$ cat config.mk
export PLATFORM = sky130hd
export DESIGN_NAME = quoted_argument_tokenizer
export DESIGN_NICKNAME = d
export VERILOG_FILES = /design/src/rtl/qat_pkg.sv /design/src/rtl/quoted_argument_tokenizer.sv /design/src/rtl/qat_scan.sv /design/src/rtl/qat_res_fifo.sv
export VERILOG_INCLUDE_DIRS = /design/src /design/src/rtl
export SDC_FILE = /design/constraint.sdc
export NUM_CORES = 1
export LEC_CHECK = 0
export BUFFER_PORTS_ARGS = -buffer_cell sky130_fd_sc_hd__buf_2
export CORE_UTILIZATION = 45
export CTS_BUF_LIST = sky130_fd_sc_hd__clkbuf_4
export DETAILED_ROUTE_END_ITERATION = 10
export PLACE_DENSITY = 0.61
export SLEW_MARGIN = 25
export SYNTH_ARGS = -nofsm -noshare
export SYNTH_HDL_FRONTEND = slang
export SYNTH_SLANG_ARGS = --single-unit
$ cat constraint.sdc
create_clock -name clk -period 5.5 [get_ports clk]
set_input_delay 1.65 -clock clk [delete_from_list [all_inputs] [get_ports clk]]
set_output_delay 1.65 -clock clk [all_outputs]
set_load 0.01 [all_outputs]
$ cat src/rtl/quoted_argument_tokenizer_assert.svh
// assertion macros for the tokenizer
`ifndef QUOTED_ARGUMENT_TOKENIZER_ASSERT_SVH
`define QUOTED_ARGUMENT_TOKENIZER_ASSERT_SVH

// same-cycle implication
`define QAT_ASSERT_IMP(lbl, ante, cons) \
  lbl: assert property (@(posedge clk) disable iff (!rst_n) (ante) |-> (cons)) \
    else $error("tokenizer check failed");

// next-cycle implication
`define QAT_ASSERT_NXT(lbl, ante, cons) \
  lbl: assert property (@(posedge clk) disable iff (!rst_n) (ante) |=> (cons)) \
    else $error("tokenizer check failed");

`endif

$ cat src/rtl/qat_pkg.sv
`timescale 1ns / 1ps

package qat_pkg;

  localparam int LINE_MAX_DEF  = 256;
  localparam int ARG_LIMIT_DEF = 16;

  localparam logic OP_EOL = 1'b1;

  localparam logic [1:0] K_START = 2'd0;
  localparam logic [1:0] K_BYTE  = 2'd1;
  localparam logic [1:0] K_END   = 2'd2;
  localparam logic [1:0] K_DONE  = 2'd3;

  localparam logic [1:0] ST_OK   = 2'd0;
  localparam logic [1:0] ST_LONG = 2'd1;
  localparam logic [1:0] ST_ERR  = 2'd2;

  localparam logic [7:0] CH_DQ  = 8'h22;
  localparam logic [7:0] CH_SQ  = 8'h27;
  localparam logic [7:0] CH_BS  = 8'h5C;
  localparam logic [7:0] CH_SP  = 8'h20;
  localparam logic [7:0] CH_TAB = 8'h09;
  localparam logic [7:0] CH_CR  = 8'h0D;
  localparam logic [7:0] CH_LF  = 8'h0A;

  localparam int FIFO_DEPTH = 4;
  localparam int PTR_W      = 2;
  localparam int CNT_W      = 3;

  typedef struct packed {
    logic [1:0] kind;
    logic [7:0] data;
    logic [3:0] index;
    logic [4:0] count;
    logic [1:0] status;
    logic       last;
  } res_t;

  typedef struct packed {
    logic [1:0] n;
    res_t       r0;
    res_t       r1;
  } push_t;

  function automatic res_t mk_res(input logic [1:0] kind, input logic [7:0] data,
                                  input logic [3:0] index, input logic [4:0] count,
                                  input logic [1:0] status, input logic last);
    res_t r;
    r.kind   = kind;
    r.data   = data;
    r.index  = index;
    r.count  = count;
    r.status = status;
    r.last   = last;
    return r;
  endfunction

  function automatic logic is_blank(input logic [7:0] c);
    return (c == CH_SP) || (c == CH_TAB) || (c == CH_CR) || (c == CH_LF);
  endfunction

endpackage

$ cat src/rtl/quoted_argument_tokenizer.sv
`timescale 1ns / 1ps
// quoted argument tokenizer
// input channel: one item per character (in_op low, in_char_byte) or an
// end-of-line item (in_op high); a zero character is dropped
// result channel: token start, token byte, token end and line done items,
// out_last marks the final result of each input item
// an accepted item waits in the input register, is parsed there
// and its zero, one or two results go into a four-entry result queue
// results are registered in the queue before they are offered
// throughput: one input item per cycle while each item gives at most one
// result and the receiver does not stall; an item with two results puts
// both out at the result port in turn, the queue needs room for two to parse
// receiver stall: the queue fills, then in_stall rises and the input item
// waits in its register; nothing is lost or dropped
// reset: synchronous, active low; clears the queue and returns the parser
// to the between-arguments state with zero count and length
`include "quoted_argument_tokenizer_assert.svh"

module quoted_argument_tokenizer #(
  parameter int LINE_MAX  = qat_pkg::LINE_MAX_DEF,
  parameter int ARG_LIMIT = qat_pkg::ARG_LIMIT_DEF
) (
  input  logic       clk,
  input  logic       rst_n,
  input  logic       in_valid,
  output logic       in_stall,
  input  logic       in_op,
  input  logic [7:0] in_char_byte,
  output logic       out_valid,
  input  logic       out_stall,
  output logic [1:0] out_kind,
  output logic [7:0] out_byte,
  output logic [3:0] out_token_index,
  output logic [4:0] out_arg_count,
  output logic [1:0] out_status,
  output logic       out_last
);
  import qat_pkg::*;

  push_t            push;
  res_t             res;
  logic [CNT_W-1:0] count;
  logic             room;
  logic             pop;

  assign pop  = out_valid && !out_stall;
  assign room = (count <= CNT_W'(FIFO_DEPTH - 2)) ||
                ((count == CNT_W'(FIFO_DEPTH - 1)) && pop);

  qat_scan #(
    .LINE_MAX  (LINE_MAX),
    .ARG_LIMIT (ARG_LIMIT)
  ) u_scan (
    .clk          (clk),
    .rst_n        (rst_n),
    .in_valid     (in_valid),
    .in_stall     (in_stall),
    .in_op        (in_op),
    .in_char_byte (in_char_byte),
    .room         (room),
    .push         (push)
  );

  qat_res_fifo u_fifo (
    .clk       (clk),
    .rst_n     (rst_n),
    .push      (push),
    .out_valid (out_valid),
    .out_stall (out_stall),
    .out_res   (res),
    .count     (count)
  );

  assign out_kind        = res.kind;
  assign out_byte        = res.data;
  assign out_token_index = res.index;
  assign out_arg_count   = res.count;
  assign out_status      = res.status;
  assign out_last        = res.last;

  `QAT_ASSERT_IMP(a_no_overflow, 1'b1, count <= CNT_W'(FIFO_DEPTH))
  `QAT_ASSERT_IMP(a_pair_order, push.n == 2'd2, !push.r0.last && push.r1.last)
  `QAT_ASSERT_IMP(a_done_last, out_valid && out_kind == K_DONE, out_last)
  `QAT_ASSERT_NXT(a_push_shows, push.n != 2'd0, out_valid)

endmodule

$ cat src/rtl/qat_scan.sv
`timescale 1ns / 1ps

module qat_scan #(
  parameter int LINE_MAX  = qat_pkg::LINE_MAX_DEF,
  parameter int ARG_LIMIT = qat_pkg::ARG_LIMIT_DEF
) (
  input  logic            clk,
  input  logic            rst_n,
  input  logic            in_valid,
  output logic            in_stall,
  input  logic            in_op,
  input  logic [7:0]      in_char_byte,
  input  logic            room,
  output qat_pkg::push_t  push
);
  import qat_pkg::*;

  localparam int LLW  = $clog2(LINE_MAX + 1);
  localparam int TCR  = $clog2(ARG_LIMIT + 1);
  localparam int TCW  = (TCR > 5) ? TCR : 5;

  typedef enum logic [5:0] {
    M_BETWEEN = 6'b000001,
    M_PLAIN   = 6'b000010,
    M_DQ      = 6'b000100,
    M_DQ_ESC  = 6'b001000,
    M_SQ      = 6'b010000,
    M_ERROR   = 6'b100000
  } mode_t;

  logic           s_vld_r, s_vld_nxt;
  logic           s_op_r;
  logic [7:0]     s_byte_r;
  mode_t          mode_r, mode_nxt;
  logic [TCW-1:0] tc_r, tc_nxt;
  logic [LLW-1:0] ll_r, ll_nxt;
  logic           tl_r, tl_nxt;
  logic           proc;
  logic           take;
  logic [TCW-1:0] tc_dec;
  logic [3:0]     idx_cur;
  logic [3:0]     idx_new;
  logic [1:0]     st;

  assign proc     = s_vld_r && room;
  assign in_stall = s_vld_r && !room;
  assign take     = in_valid && !in_stall;
  assign tc_dec   = tc_r - TCW'(1);
  assign idx_cur  = tc_dec[3:0];
  assign idx_new  = tc_r[3:0];

  always_comb begin
    s_vld_nxt = s_vld_r;
    if (take) begin
      s_vld_nxt = 1'b1;
    end else if (proc) begin
      s_vld_nxt = 1'b0;
    end
  end

  always_comb begin
    mode_nxt = mode_r;
    tc_nxt   = tc_r;
    ll_nxt   = ll_r;
    tl_nxt   = tl_r;
    push     = '0;
    st       = ST_OK;
    if (tl_r) begin
      st = ST_LONG;
    end else if (mode_r != M_BETWEEN && mode_r != M_PLAIN) begin
      st = ST_ERR;
    end
    if (proc) begin
      if (s_op_r == OP_EOL) begin
        if (!tl_r && mode_r == M_PLAIN) begin
          push.n  = 2'd2;
          push.r0 = mk_res(K_END, 8'h00, idx_cur, 5'd0, ST_OK, 1'b0);
          push.r1 = mk_res(K_DONE, 8'h00, 4'd0, tc_r[4:0], st, 1'b1);
        end else begin
          push.n  = 2'd1;
          push.r0 = mk_res(K_DONE, 8'h00, 4'd0, tc_r[4:0], st, 1'b1);
        end
        mode_nxt = M_BETWEEN;
        tc_nxt   = '0;
        ll_nxt   = '0;
        tl_nxt   = 1'b0;
      end else if (s_byte_r != 8'h00 && !tl_r) begin
        if (ll_r >= LLW'(LINE_MAX - 1)) begin
          ll_nxt = LLW'(LINE_MAX);
          tl_nxt = 1'b1;
        end else begin
          ll_nxt = ll_r + LLW'(1);
          unique case (mode_r)
            M_BETWEEN: begin
              if (!is_blank(s_byte_r)) begin
                if (tc_r >= TCW'(ARG_LIMIT)) begin
                  mode_nxt = M_ERROR;
                end else begin
                  tc_nxt = tc_r + TCW'(1);
                  if (s_byte_r == CH_DQ || s_byte_r == CH_SQ) begin
                    mode_nxt = (s_byte_r == CH_DQ) ? M_DQ : M_SQ;
                    push.n   = 2'd1;
                    push.r0  = mk_res(K_START, 8'h00, idx_new, 5'd0, ST_OK, 1'b1);
                  end else begin
                    mode_nxt = M_PLAIN;
                    push.n   = 2'd2;
                    push.r0  = mk_res(K_START, 8'h00, idx_new, 5'd0, ST_OK, 1'b0);
                    push.r1  = mk_res(K_BYTE, s_byte_r, idx_new, 5'd0, ST_OK, 1'b1);
                  end
                end
              end
            end
            M_PLAIN: begin
              push.n = 2'd1;
              if (is_blank(s_byte_r)) begin
                mode_nxt = M_BETWEEN;
                push.r0  = mk_res(K_END, 8'h00, idx_cur, 5'd0, ST_OK, 1'b1);
              end else begin
                push.r0  = mk_res(K_BYTE, s_byte_r, idx_cur, 5'd0, ST_OK, 1'b1);
              end
            end
            M_DQ: begin
              if (s_byte_r == CH_DQ) begin
                mode_nxt = M_BETWEEN;
                push.n   = 2'd1;
                push.r0  = mk_res(K_END, 8'h00, idx_cur, 5'd0, ST_OK, 1'b1);
              end else if (s_byte_r == CH_BS) begin
                mode_nxt = M_DQ_ESC;
              end else begin
                push.n   = 2'd1;
                push.r0  = mk_res(K_BYTE, s_byte_r, idx_cur, 5'd0, ST_OK, 1'b1);
              end
            end
            M_DQ_ESC: begin
              mode_nxt = M_DQ;
              push.n   = 2'd1;
              push.r0  = mk_res(K_BYTE, s_byte_r, idx_cur, 5'd0, ST_OK, 1'b1);
            end
            M_SQ: begin
              push.n = 2'd1;
              if (s_byte_r == CH_SQ) begin
                mode_nxt = M_BETWEEN;
                push.r0  = mk_res(K_END, 8'h00, idx_cur, 5'd0, ST_OK, 1'b1);
              end else begin
                push.r0  = mk_res(K_BYTE, s_byte_r, idx_cur, 5'd0, ST_OK, 1'b1);
              end
            end
            M_ERROR: begin
              mode_nxt = M_ERROR;
            end
            default: begin
              mode_nxt = M_ERROR;
            end
          endcase
        end
      end
    end
  end

  always_ff @(posedge clk) begin
    if (!rst_n) begin
      s_vld_r <= 1'b0;
      mode_r  <= M_BETWEEN;
      tc_r    <= '0;
      ll_r    <= '0;
      tl_r    <= 1'b0;
    end else begin
      s_vld_r <= s_vld_nxt;
      mode_r  <= mode_nxt;
      tc_r    <= tc_nxt;
      ll_r    <= ll_nxt;
      tl_r    <= tl_nxt;
    end
  end

  // input item register, payload only
  always_ff @(posedge clk) begin
    if (take) begin
      s_op_r   <= in_op;
      s_byte_r <= in_char_byte;
    end
  end

endmodule

$ cat src/rtl/qat_res_fifo.sv
`timescale 1ns / 1ps

module qat_res_fifo (
  input  logic                       clk,
  input  logic                       rst_n,
  input  qat_pkg::push_t             push,
  output logic                       out_valid,
  input  logic                       out_stall,
  output qat_pkg::res_t              out_res,
  output logic [qat_pkg::CNT_W-1:0]  count
);
  import qat_pkg::*;

  res_t             mem [FIFO_DEPTH];
  logic [PTR_W-1:0] wp_r, wp_nxt;
  logic [PTR_W-1:0] rp_r, rp_nxt;
  logic [CNT_W-1:0] cnt_r, cnt_nxt;
  logic             pop;

  assign out_valid = (cnt_r != '0);
  assign out_res   = mem[rp_r];
  assign count     = cnt_r;
  assign pop       = out_valid && !out_stall;

  always_comb begin
    wp_nxt  = wp_r + PTR_W'(push.n);
    rp_nxt  = rp_r + PTR_W'(pop);
    cnt_nxt = cnt_r + CNT_W'(push.n) - CNT_W'(pop);
  end

  always_ff @(posedge clk) begin
    if (!rst_n) begin
      wp_r  <= '0;
      rp_r  <= '0;
      cnt_r <= '0;
    end else begin
      wp_r  <= wp_nxt;
      rp_r  <= rp_nxt;
      cnt_r <= cnt_nxt;
    end
  end

  always_ff @(posedge clk) begin
    if (push.n != 2'd0) begin
      mem[wp_r] <= push.r0;
    end
    if (push.n == 2'd2) begin
      mem[wp_r + PTR_W'(1)] <= push.r1;
    end
  end

endmodule
# After elaboration in Yosys (flattened, before gate mapping)
# Memory sizes are Yosys's and may differ from the RTL's. A register that Yosys moved wholly into a read port is not among the register bits.
# Cells that the tools add are included.
[word_totals]
ff_bits = 38
ramBits = 88
mem_count = 1
elab_cells = 122
output_inout_bits = 24
[memory_table]
columns = ["name", "words", "word_bits", "rd", "rd_ports_with_merged_regs", "wr", "line_no", "text"]
rows = [
  ["u_fifo.mem", 4, 22, 1, 1, 2, "qat_res_fifo.sv:14", "res_t mem [FIFO_DEPTH];"],
]
[op_classes]
order_cmp = 3
eq_ne = 23
n_mux = 49
n_reduce_logical = 28
add_sub_neg = 8
[op_table]
columns = ["cell", "n"]
rows = [
  ["two-way mux 46 bit", 6],
  ["one-hot mux 24 bit (5 select lines)", 1],
  ["two-way mux 22 bit", 4],
  ["two-way mux 24 bit", 3],
  ["two-way mux 6 bit", 10],
  ["two-way mux 5 bit", 7],
  ["one-hot mux 6 bit (5 select lines)", 1],
  ["two-way mux 9 bit", 3],
  ["== test 8 x 4 -> 1 bit (second input constant)", 3],
  ["== test 8 x 6 -> 1 bit (second input constant)", 3],
  ["two-way mux 23 bit", 1],
  ["two-way mux 21 bit", 1],
  ["nonzero test 2 bit", 5],
  ["adder 9 x 1 -> 9 bit (second input constant)", 1],
  ["greater-or-equal comparator 9 x 8 -> 1 bit (second input constant)", 1],
  ["two-way mux 1 bit", 9],
  ["== test 8 x 7 -> 1 bit (second input constant)", 1],
  ["logical AND 1 bit", 8],
  ["nonzero test 8 bit", 1],
  ["AND reduction 7 bit", 1],
  ["== test 6 x 1 -> 1 bit (second input constant)", 1],
  ["== test 6 x 2 -> 1 bit (second input constant)", 1],
  ["== test 6 x 3 -> 1 bit (second input constant)", 1],
  ["== test 6 x 4 -> 1 bit (second input constant)", 1],
  ["other kinds (25)", 37],
]

# Longest topological paths before layout
# Gate-level depths: netlist (run 1).
[depth]
word_depth = 13
mapped_depth = 18
mapped_depth_nobuf = 18

# By module
# Synthesis (run 1) repeated with hierarchy kept, for this count alone.
[hier_totals]
hier_cells = 534
area_unflattened_um2 = 6867.8
[modules_own_cells]
columns = ["module", "seq_area_each_um2", "area_per_inst_um2", "cells_each", "n_inst"]
rows = [
  ["qat_res_fifo", 2782.7, 4665.7, 260, 1],
  ["qat_scan", 710.7, 2189.6, 272, 1],
  ["quoted_argument_tokenizer", 0.0, 12.5, 2, 1],
]

# Least setup slack after synthesis (run 1)
# OpenSTA, ideal clock, no wires.
[synth_path]
path_type = "in2reg"
start = "input port out_stall"
end = "memory u_fifo.mem[3][0] (netlist bit) (enable)"
required_ns = 5.065
slack_ns = 0.436
setup_time_ns = 0.435
path_buffers = 1
arrival_time_ns = 4.629
stages = 7
path_cell_list = "and3_1 > nor3b_2 > nand4b_1 > nor3_2 > buf_4 > a21oi_1 > a21boi_0"
[synth_lines]
columns = ["element", "line_no", "text"]
rows = [
  ["start: declaration", "quoted_argument_tokenizer.sv:30", "input logic out_stall,"],
  ["end: declaration", "qat_res_fifo.sv:14", ""],
]

# Worst setup path after layout (run 1)
[layout_path]
start = "input port out_stall"
end = "register u_fifo.cnt_r[2], in the netlist u_fifo.count[2]"
[layout_between]
elab_chain_cells = 8
[layout_rtl]
columns = ["element", "line_no", "text"]
rows = [
  ["zero test 1 bit (*)", "quoted_argument_tokenizer.sv:46, qat_res_fifo.sv:23", ""],
  ["logical AND 1 bit (*)", "quoted_argument_tokenizer.sv:46, qat_res_fifo.sv:23", ""],
  ["logical AND 1 bit", "quoted_argument_tokenizer.sv:48", "((count == CNT_W'(FIFO_DEPTH - 1)) && pop);"],
  ["logical OR 1 bit", "quoted_argument_tokenizer.sv:47", "assign room = (count <= CNT_W'(FIFO_DEPTH - 2)) ||"],
  ["logical AND 1 bit", "qat_scan.sv:45", "assign proc = s_vld_r && room;"],
  ["two-way mux 46 bit", "qat_scan.sv:73", "if (proc) begin"],
  ["adder 3 x 2 -> 3 bit", "qat_res_fifo.sv:28", "cnt_nxt = cnt_r + CNT_W'(push.n) - CNT_W'(pop);"],
  ["subtractor 3 x 1 -> 3 bit (*)", "qat_res_fifo.sv:28", ""],
  ["end signal: assignment", "qat_res_fifo.sv:39", "cnt_r <= cnt_nxt;"],
  ["end: declaration", "qat_res_fifo.sv:17", "logic [CNT_W-1:0] cnt_r, cnt_nxt;"],
]
# Mark *: on every way between the ends. The rest lies on a longest branch, timed or not.
# A chain may end at the register's enable or synchronous reset.

==> flow_summary_export.csv, run 1 <==
group,metric,value,unit
worst_setup_path,worstSetupStartpointType,"primary input",
status,outcome,"complete, no violations",
floorplanning,die_y,121.1,um
sta,slew_violations,0,
worst_setup_path,critPathCaptureType,"flip-flop",
clocking,cts.sinks,126,
sta,timing.fmax,241.4,MHz
yosys,synthFlopType,"edfxtp_1",
clocking,htree_levels,4,
pwr,p_leak,2.592,nW
grt,grt_pass1_vias,4359,
layout,drive_gt1_share,20.81,%
yosys,yosys_warnings,0,
clocking,clock_latency,0.53,ns
placement,dp_hpwl,10170,um
grt,grt_pass1_wl,23670,um
clocking,hold_buffers,0,
layout,fin_cells,771,
yosys,syn_area_per_cell,11.82,um2
sta,tightest_slew,0.8592,ns
clocking,cts_tree,"done",
clocking,clk_pin_slew_worst_paths,0.10,ns
yosys,synth_edf_count,97,
hold_path,min_path_type,"reg -> reg",
yosys,synth.area.top_cells,"edfxtp_1 (46%), dfxtp_1 (9.1%), mux4_2 (7.8%), nand2_1 (2.5%), nor2b_1 (2.5%)",
yosys,yosysTopAreaCellShare,45.63,%
grt,grt_max_degree,33,
worst_setup_path,critPathArrivalTime,4.57,ns
clocking,cts_made_buffers,17,
pwr,p_per_area,325.8,mW/mm2
yosys,async_flop_share,0,%
sta,finClkSkew,0.01276,ns
floorplanning,die_w,121.1,um
route,dr.pass1.iters,5,
pwr,max-vdd-ir-drop,0.1805,mV
placement,place_congestion,0.9087,
worst_setup_path,ff2ff_path_depth,18,
route,drc,0,
floorplanning,core,0.01388,mm2
placement,dp_cells,739,
route,finalWirelength,14610,um
route,vias,4486,
yosys,yosys.area.top_type,"edfxtp_1",
grt,gr-usage-all-layers,21.79,%
clocking,clk_path_buf_depth,2,
sta,rsz0062_at_grt,"false",
layout,antenna_cells,0,
floorplanning,rows,43,
sta,fin_tns_setup,0,ns
grt,antenna_found_initial,0,
route,viasPerCell,5.818,
yosys,seq_area_frac_synth,54.72,%
sta,min_period,4.143,ns
worst_setup_path,crit_path_max_fanout,8,
worst_setup_path,r2r_slack,1.74,ns
job,maxCapViolCount,0,
layout,fill_cells,1233,
yosys,synth_cell_types,65,
layout,layout_common_cells,"edfxtp_1 (97), nand2_1 (43), buf_2 (36), nor2_1 (35)",
floorplanning,die_area,0.01467,mm2
floorplanning,io_pins,37,
clocking,post_cts_resized,0,
layout,area_growth,9.918,%
worst_setup_path,path_class,"in -> reg",
hold_path,holdPathStages,1,
yosys,syn_nets,563,
sta,hold_viol,0,
route,wire_per_inst,18.95,um
route,ant_nets,0,
worst_setup_path,cp_data_required_time,5.93,ns
clocking,cts-root-buf,"clkbuf_4",
yosys,ys_ff_latch,126,
yosys,syn_inst,540,
floorplanning,start_util,45.99,%
route,drt-initial-drc-count,372,
layout,final_common_cell,"edfxtp_1",
clocking,postCtsSetupBuffers,0,
yosys,syn_area,0.006384,mm2
sta,fin_crit_sh,75.32,%
placement,dpl_cell_area,0.006775,mm2
placement,portBuffers,36,
sta,slew_headroom,42.23,%
sta,setup_viol,0,
grt,grt-ovfl-total,0,
layout,final_area,0.007017,mm2
layout,nets,601,
## cells in the mapped netlist, types with 3 or more instances
| library cell | count |
|---|---|
| o21ai_0 | 18 |
| xnor2_1 | 8 |
| a21boi_0 | 16 |
| mux2i_1 | 6 |
| nor3b_1 | 4 |
| a21boi_1 | 3 |
| nand4_1 | 5 |
| nor4_1 | 8 |
| nor2b_1 | 25 |
| mux4_2 | 22 |
| o21a_1 | 8 |
| ha_1 | 9 |
| o21ai_1 | 5 |
| nand3_1 | 22 |
| or2_1 | 3 |
| dfxtp_1 | 29 |
| edfxtp_1 | 97 |
| nand2_1 | 43 |
| a21oi_1 | 30 |
| nand2b_1 | 4 |
| and2_1 | 11 |
| clkbuf_1 | 21 |
| a21o_1 | 7 |
| o211ai_1 | 3 |
| and2_2 | 3 |
| inv_1 | 11 |
| xor2_1 | 4 |
| nor3_1 | 17 |
| nor2_1 | 35 |
| a31oi_1 | 3 |
| and3_1 | 7 |
| buf_2 | 3 |
| nand3b_1 | 5 |
| o22ai_1 | 3 |
## area by class of cell
type	count	area [um2]	area share (%)
Clock inverter	13	98.84	1.409
Clock buffer	19	142.6	2.033
Inverter	11	41.29	0.5884
Multi-Input combinational cell	373	2738	39.02
Sequential cell	126	3493	49.79
Tap cell	180	225.2	3.210
Timing Repair Buffer	49	277.8	3.959
## path summary, 6_finish.rpt
kind                                startpoint               to
worst max-delay path                 out_stall  u_fifo.count[2]
worst max register to register  u_scan.ll_r[0]  u_fifo.count[2]
worst min register to register  u_scan.ll_r[5]   u_scan.ll_r[5]
worst min-delay path            u_scan.ll_r[5]   u_scan.ll_r[5]
## power breakdown
group	switching, mW	internal [mW]	total, mW
Combinational	0.313	0.263	0.576
Sequential	0.0532	1.10	1.15
Clock	0.334	0.227	0.561
Total	0.699	1.59	2.29
## flip-flops by register name, indices dropped and copies added, names as in the netlist
name	flops
u_scan.s_op_r	1
u_scan.tc_r	5
u_fifo.mem	88
u_fifo.rp_r	2
u_scan.s_byte_r	8
u_scan.tl_r	1
u_scan.mode_r	6
u_fifo.wp_r	2
u_fifo.count	3
u_scan.s_vld_r	1
u_scan.ll_r	9
## logic make-up (layout without fill, tap and decap cells)
kind of cell,count (synthesis),in the layout,share of synthesized area (%)
multiplexers,29,29,8.938
AND/OR/NAND/NOR,210,210,18.27
XOR/XNOR,12,12,1.646
adder cells (fa/ha/maj),10,10,2.078
AO/OA/AOI/OAI,112,112,11.52
buffers and inverters,41,92,2.822
flip-flops,126,126,54.72
## routing by layer
layer | vias up | global-route usage (%) | routed length (um)
li1 | 2115 | - | -
met3 | 14 | 5.310 | 972
met2 | 144 | 33.50 | 6869
met1 | 2213 | 30.18 | 6592
met5 | - | 0 | 0
met4 | 0 | 7.176 | 174
## metrics by stage
stage | total power [mW] | utilization (%) | hold WS [ns] | setup WS (ns)
floorplan | 1.563 | - | 0.4556 | 0.4363
CTS | 2.312 | 50.55 | 0.5274 | 1.384
finish | 2.286 | 50.55 | 0.5280 | 1.357
global placement | 1.745 | 48.81 | 0.4919 | 0.8966
detailed placement | 1.755 | 48.81 | 0.5049 | 0.8083
global route | 2.412 | 50.55 | 0.5434 | 1.103
## critical path: stages
cell	delay [ns]
buf_2	0.11
and3_1	0.21
nor3b_2	0.47
nand3_1	0.14
nor2_1	0.33
a21oi_1	0.27
ha_1	0.34
inv_1	0.06
ha_1	0.13
inv_1	0.05
fa_1	0.37
xor2_1	0.17
xnor2_1	0.12
and2_1	0.16
(Power assumes the default switching activity.)
==> run 2: changes to the inputs <==
Clock period 5.5 ns to 3.9 ns, I/O delays scaled along.
==> run 2 against run 1 <==
Utilization rose by 0.79 points. Power rose by 47%. Non-clock buffer count rose by 9. Via count fell by 0.60%. Worst setup slack got worse by 0.92 ns. Critical path depth fell by 1. Largest power group unchanged. Highest routed layer unchanged.
==> flow_summary_export.csv, run 2 (synthesis results as in run 1) <==
group,metric,value,unit
route,wire_per_inst,18.75,um
placement,dp_hpwl,10150,um
route,wl_met3,690,um
worst_setup_path,path_class,"reg -> reg",
pwr,power,3.359,mW
worst_setup_path,max_stage_delay,0.60,ns
layout,largest_register_ffs,88,
floorplanning,rows,43,
grt,grt_pass1_wl,23520,um
worst_setup_path,critPathArrivalTime,3.90,ns
route,finalWirelength,14600,um
grt,gr-usage-all-layers,21.50,%
route,top_layer,"met4",
placement,dpl_cell_area,0.006843,mm2
floorplanning,io_pins,37,
route,ant_nets,0,
worst_setup_path,critPathSlowestCell,"edfxtp_1",
worst_setup_path,ff2ff_path_depth,13,
layout,final_common_cell,"edfxtp_1",
hold_path,hold_start,"u_scan.ll_r[5]",
worst_setup_path,r2r-start,"u_scan.s_byte_r[0]",
worst_setup_path,r2r_slack,0.44,ns
sta,finClkSkew,0.01759,ns
grt,grt-ovfl-total,0,
layout,antenna_cells,0,
floorplanning,start_util,45.99,%
sta,timing.fmax,288.7,MHz
sta,fin_ws,0.4366,ns
floorplanning,die_w,121.1,um
layout,area_growth,11.64,%
placement,place_congestion,0.9667,
layout,nets,610,
worst_setup_path,critPathCaptureType,"flip-flop",
layout,fill_cells,1241,
grt,grt_pass1_vias,4368,
sta,slew_violations,0,
worst_setup_path,worstSetupStartpointType,"flip-flop",
layout,final_area,0.007127,mm2
layout,regArea,0.003493,mm2
grt,grt_max_degree,33,
worst_setup_path,crit_path_max_fanout,12,
worst_setup_path,cp_num_buf_inv,2,
worst_setup_path,cp_top_family,"compound AO/OA/AOI/OAI gates",
floorplanning,core,0.01388,mm2
clocking,clock_latency,0.54,ns
clocking,post_cts_resized,0,
sta,slew_headroom,37.58,%
clocking,hold_buffers,0,
worst_setup_path,crit_cells,13,
clocking,cts_tree,"done",
route,drc,0,
clocking,postCtsSetupBuffers,0,
layout,layout_common_cells,"edfxtp_1 (97), nand2_1 (43), buf_2 (36), nor2_1 (35)",
clocking,clk_path_buf_depth,2,
sta,fin_tns_setup,0,ns
layout,final_core_util,51.34,%
placement,portBuffers,36,
route,viasPerCell,5.724,
placement,place_ws,0.1018,ns
sta,tightest_slew,0.9291,ns
pwr,p_leak,2.662,nW
worst_setup_path,crit_chain,"nor3b_1, nand4_1, a21oi_1, a21boi_0, a21oi_1, ha_1, inv_1, ha_1, inv_1, fa_1, xor2_1, xnor2_1, and2_1",
hold_path,min_path_type,"reg -> reg",
worst_setup_path,crit_start,"u_scan.s_byte_r[0]",
pwr,p_per_area,471.4,mW/mm2
route,vias,4459,
route,dr.pass1.iters,5,
sta,rsz0062_at_grt,"false",
clocking,cts-root-buf,"clkbuf_4",
status,outcome,"complete, no violations",
floorplanning,die_area,0.01467,mm2
sta,min_period,3.463,ns
route,met1_length,6871,um
grt,antenna_found_initial,0,
clocking,cts_made_buffers,17,
route,drt-initial-drc-count,385,
layout,multi_input_area,0.002738,mm2
layout,largest_register,"u_fifo.mem",
layout,drive_gt1_share,22.20,%
job,maxCapViolCount,0,
clocking,clk_pin_slew_worst_paths,0.11,ns
layout,top_regs,"u_fifo.mem (88), u_scan.ll_r (9), u_scan.s_byte_r (8)",
sta,hold_viol,0,
clocking,htree_levels,4,
floorplanning,die_y,121.1,um
worst_setup_path,cp_data_required_time,4.34,ns
clocking,cts.sinks,126,
sta,fin_crit_sh,88.80,%
sta,setup_viol,0,
pwr,max-vdd-ir-drop,0.2421,mV
hold_path,holdPathStages,1,
route,wl_met2,6771,um
[run 2: cell count changes in the layout (fill, tap and decap cells not counted), sizes merged]
cell	previous run	this run
inv	12	11
buf	49	58
clkinvlp	1	0
bufinv	1	3
clkbuf	19	18
[run 2: cell type report]
cell class                 count  area share, %
multi-input combinational    373          38.41
clock buffer                  18          1.896
sequential                   126          49.02
inverter                      11         0.5794
timing repair buffer          58          4.845
clock inverter                13          2.089
tap                          180          3.160
[run 2: worst paths after layout]
check,endpoint
max,u_fifo.count[2]
min,u_scan.ll_r[5]
max reg2reg,u_fifo.count[2]
min reg2reg,u_scan.ll_r[5]
[run 2: metrics by stage]
stage	hold WS [ns]	instances
2_1_floorplan	0.4556	540
3_3_place_gp	0.4787	748
3_5_place_dp	0.4880	748
4_1_cts	0.5157	779
5_1_grt	0.5496	779
6_report	0.5088	779
[run 2: power breakdown]
group          leakage (nW)  total (mW)  switching (mW)  internal [mW]
Combinational          1.31       0.828           0.444          0.384
Clock                 0.160       0.914           0.474          0.440
Sequential             1.20        1.62          0.0717           1.55
[run 2: layer usage]
layer | vias up | global-route usage, %
met5 | - | 0
met4 | 0 | 8.951
met3 | 20 | 4.323
met2 | 109 | 32.54
met1 | 2199 | 30.09
li1 | 2131 | -
==> run 3: changes to the inputs <==
--- a/constraint.sdc
+++ b/constraint.sdc
@@ -3,2 +3,2 @@
 set_output_delay 1.17 -clock clk [all_outputs]
-set_load 0.01 [all_outputs]
+set_load 0.05 [all_outputs]
==> run 3 against run 2 <==
Clock power down 4.3%. Power up 8.3%. Maximum frequency shrank 1.4%. Count of clock-buffer cells in the layout down 1. Largest cell class unchanged. Highest routed layer unchanged.
==> flow_summary_export.csv, run 3 (synthesis results as in run 1) <==
group,metric,value,unit
status,outcome,"complete, no violations",
placement,dp_hpwl,10390,um
worst_setup_path,crit_path_max_fanout,9,
route,ant_nets,0,
pwr,seq_power_share,44.4,%
layout,largest_register,"u_fifo.mem",
clocking,htree_levels,4,
pwr,power.internal,2.309,mW
worst_setup_path,worstSetupStartpointType,"flip-flop",
pwr,clkPwrFrac,24.0,%
sta,timing.fmax,284.6,MHz
layout,layout_common_cells,"edfxtp_1 (97), nand2_1 (43), buf_2 (36), nor2_1 (35)",
pwr,p_per_area,510.7,mW/mm2
clocking,cts.sinks,126,
layout,final_common_cell,"edfxtp_1",
layout,final_core_util,51.33,%
layout,drive_gt1_share,22.50,%
floorplanning,rows,43,
floorplanning,die_w,121.1,um
job,maxCapViolCount,0,
clocking,cts_made_buffers,17,
worst_setup_path,path_class,"reg -> reg",
worst_setup_path,critPathCaptureType,"flip-flop",
worst_setup_path,crit_chain,"or4_4, nor4b_4, nand2_1, a21boi_0, a21oi_1, ha_1, inv_1, ha_1, inv_1, fa_1, xor2_1, xnor2_1, and2_1",
sta,fin_tns_setup,0,ns
clocking,clk_path_buf_depth,2,
clocking,post_cts_resized,0,
grt,grt_pass1_vias,4441,
sta,tightest_slew,0.8210,ns
floorplanning,start_util,45.99,%
placement,dpl_cell_area,0.006850,mm2
layout,largest_register_ffs,88,
clocking,cts_tree,"done",
pwr,p_switching,1.330,mW
layout,final_area,0.007126,mm2
worst_setup_path,cp_top_family,"simple AND/OR/NAND/NOR gates",
pwr,max-vdd-ir-drop,0.2114,mV
pwr,combPwrFrac,31.5,%
sta,rsz0062_at_grt,"false",
floorplanning,die_area,0.01467,mm2
clocking,clk_pin_slew_worst_paths,0.11,ns
route,wire_per_inst,18.88,um
floorplanning,die_y,121.1,um
clocking,cts-root-buf,"clkbuf_4",
placement,portBuffers,36,
grt,antenna_found_initial,0,
sta,finClkSkew,0.01535,ns
route,drc,0,
clocking,postCtsSetupBuffers,0,
sta,slew_violations,0,
worst_setup_path,cp_num_buf_inv,2,
hold_path,min_path_type,"reg -> reg",
grt,grt_max_degree,33,
route,dr.pass1.iters,5,
placement,place_congestion,0.9350,
layout,area_growth,11.62,%
clocking,hold_buffers,0,
worst_setup_path,max_stage_delay,0.60,ns
floorplanning,io_pins,37,
worst_setup_path,critPathArrivalTime,3.96,ns
grt,gr-usage-all-layers,21.85,%
sta,hold_viol,0,
worst_setup_path,cp_data_required_time,4.35,ns
route,vias,4494,
floorplanning,core,0.01388,mm2
sta,setup_viol,0,
sta,fin_crit_sh,90.09,%
layout,top_regs,"u_fifo.mem (88), u_scan.ll_r (9), u_scan.s_byte_r (8)",
pwr,p_leak,2.648,nW
pwr,p_sw_share,36.56,%
sta,slew_headroom,44.84,%
route,viasPerCell,5.754,
layout,nets,611,
worst_setup_path,critPathSlowestCell,"or4_4",
sta,min_period,3.514,ns
route,drt-initial-drc-count,348,
grt,grt_pass1_wl,23800,um
grt,grt-ovfl-total,0,
clocking,clock_latency,0.55,ns
route,finalWirelength,14750,um
==> run 3: changes by cell type in the layout (fill, tap and decap cells not counted) <==
cell,change
bufinv_16,-1
buf_4,+1
clkinv_1,-1
clkbuf_4,-1
inv_6,+1
clkinv_2,-2
diode_2,+1
clkinvlp_4,+3
clkinv_4,+1
==> run 3: metal layers <==
metal | vias to the layer above | part of all wire (%) | track usage, %
met5 | - | 0 | 0
met4 | 0 | 1.5 | 7.099
met3 | 19 | 3.8 | 4.699
met2 | 112 | 48 | 34.75
met1 | 2227 | 47 | 29.74
li1 | 2136 | - | -
==> run 3: per-stage QoR <==
stage / instances / setup WS, ns / hold slack [ns] / total power [mW]
6_report: 781 / 0.3863 / 0.5164 / 3.639
5_1_grt: 780 / 0.1676 / 0.5473 / 3.820
4_1_cts: 780 / 0.4379 / 0.5136 / 3.681
3_5_place_dp: 749 / 0.1044 / 0.4972 / 2.809
3_3_place_gp: 749 / 0.2060 / 0.4784 / 2.788
2_1_floorplan: 540 / 0.1695 / 0.4556 / 2.523
==> run 3: worst min-delay path, delay by kind of cell, from the launching register on <==
| family | cells | cell delay (ns) |
|---|---|---|
| flip-flops | 1 | 0.33 |
| AO/OA/AOI/OAI | 2 | 0.14 |
==> run 3: layout make-up <==
class                           count  area [um2]
Tap cell                          180       225.2
Clock buffer                       17       127.6
Clock inverter                     14       145.1
Timing Repair Buffer               59       352.8
Sequential cell                   126        3493
Fill cell                        1256        6755
Inverter                           11       41.29
Multi-Input combinational cell    373        2738
Antenna cell                        1       2.502
==> run 3: power by group through the flow <==
stage                     logic (mW)  clock network [mW]  registers, mW
after floorplan                0.908                   0           1.61
after global placement          1.14                   0           1.64
after detailed placement        1.16                   0           1.65
after CTS                       1.16               0.900           1.62
after global routing            1.24               0.952           1.63
final                           1.15               0.875           1.62
==> run 3: path summary, 6_finish.rpt <==
| path | start | to | slack, ns | depth (start not counted) |
|---|---|---|---|---|
| min | u_scan.ll_r[7] | u_scan.ll_r[7] | 0.52 | 2 |
| max reg2reg | u_scan.mode_r[3] | u_fifo.count[2] | 0.39 | 13 |
| max | u_scan.mode_r[3] | u_fifo.count[2] | 0.39 | 13 |
| min reg2reg | u_scan.ll_r[7] | u_scan.ll_r[7] | 0.52 | 2 |
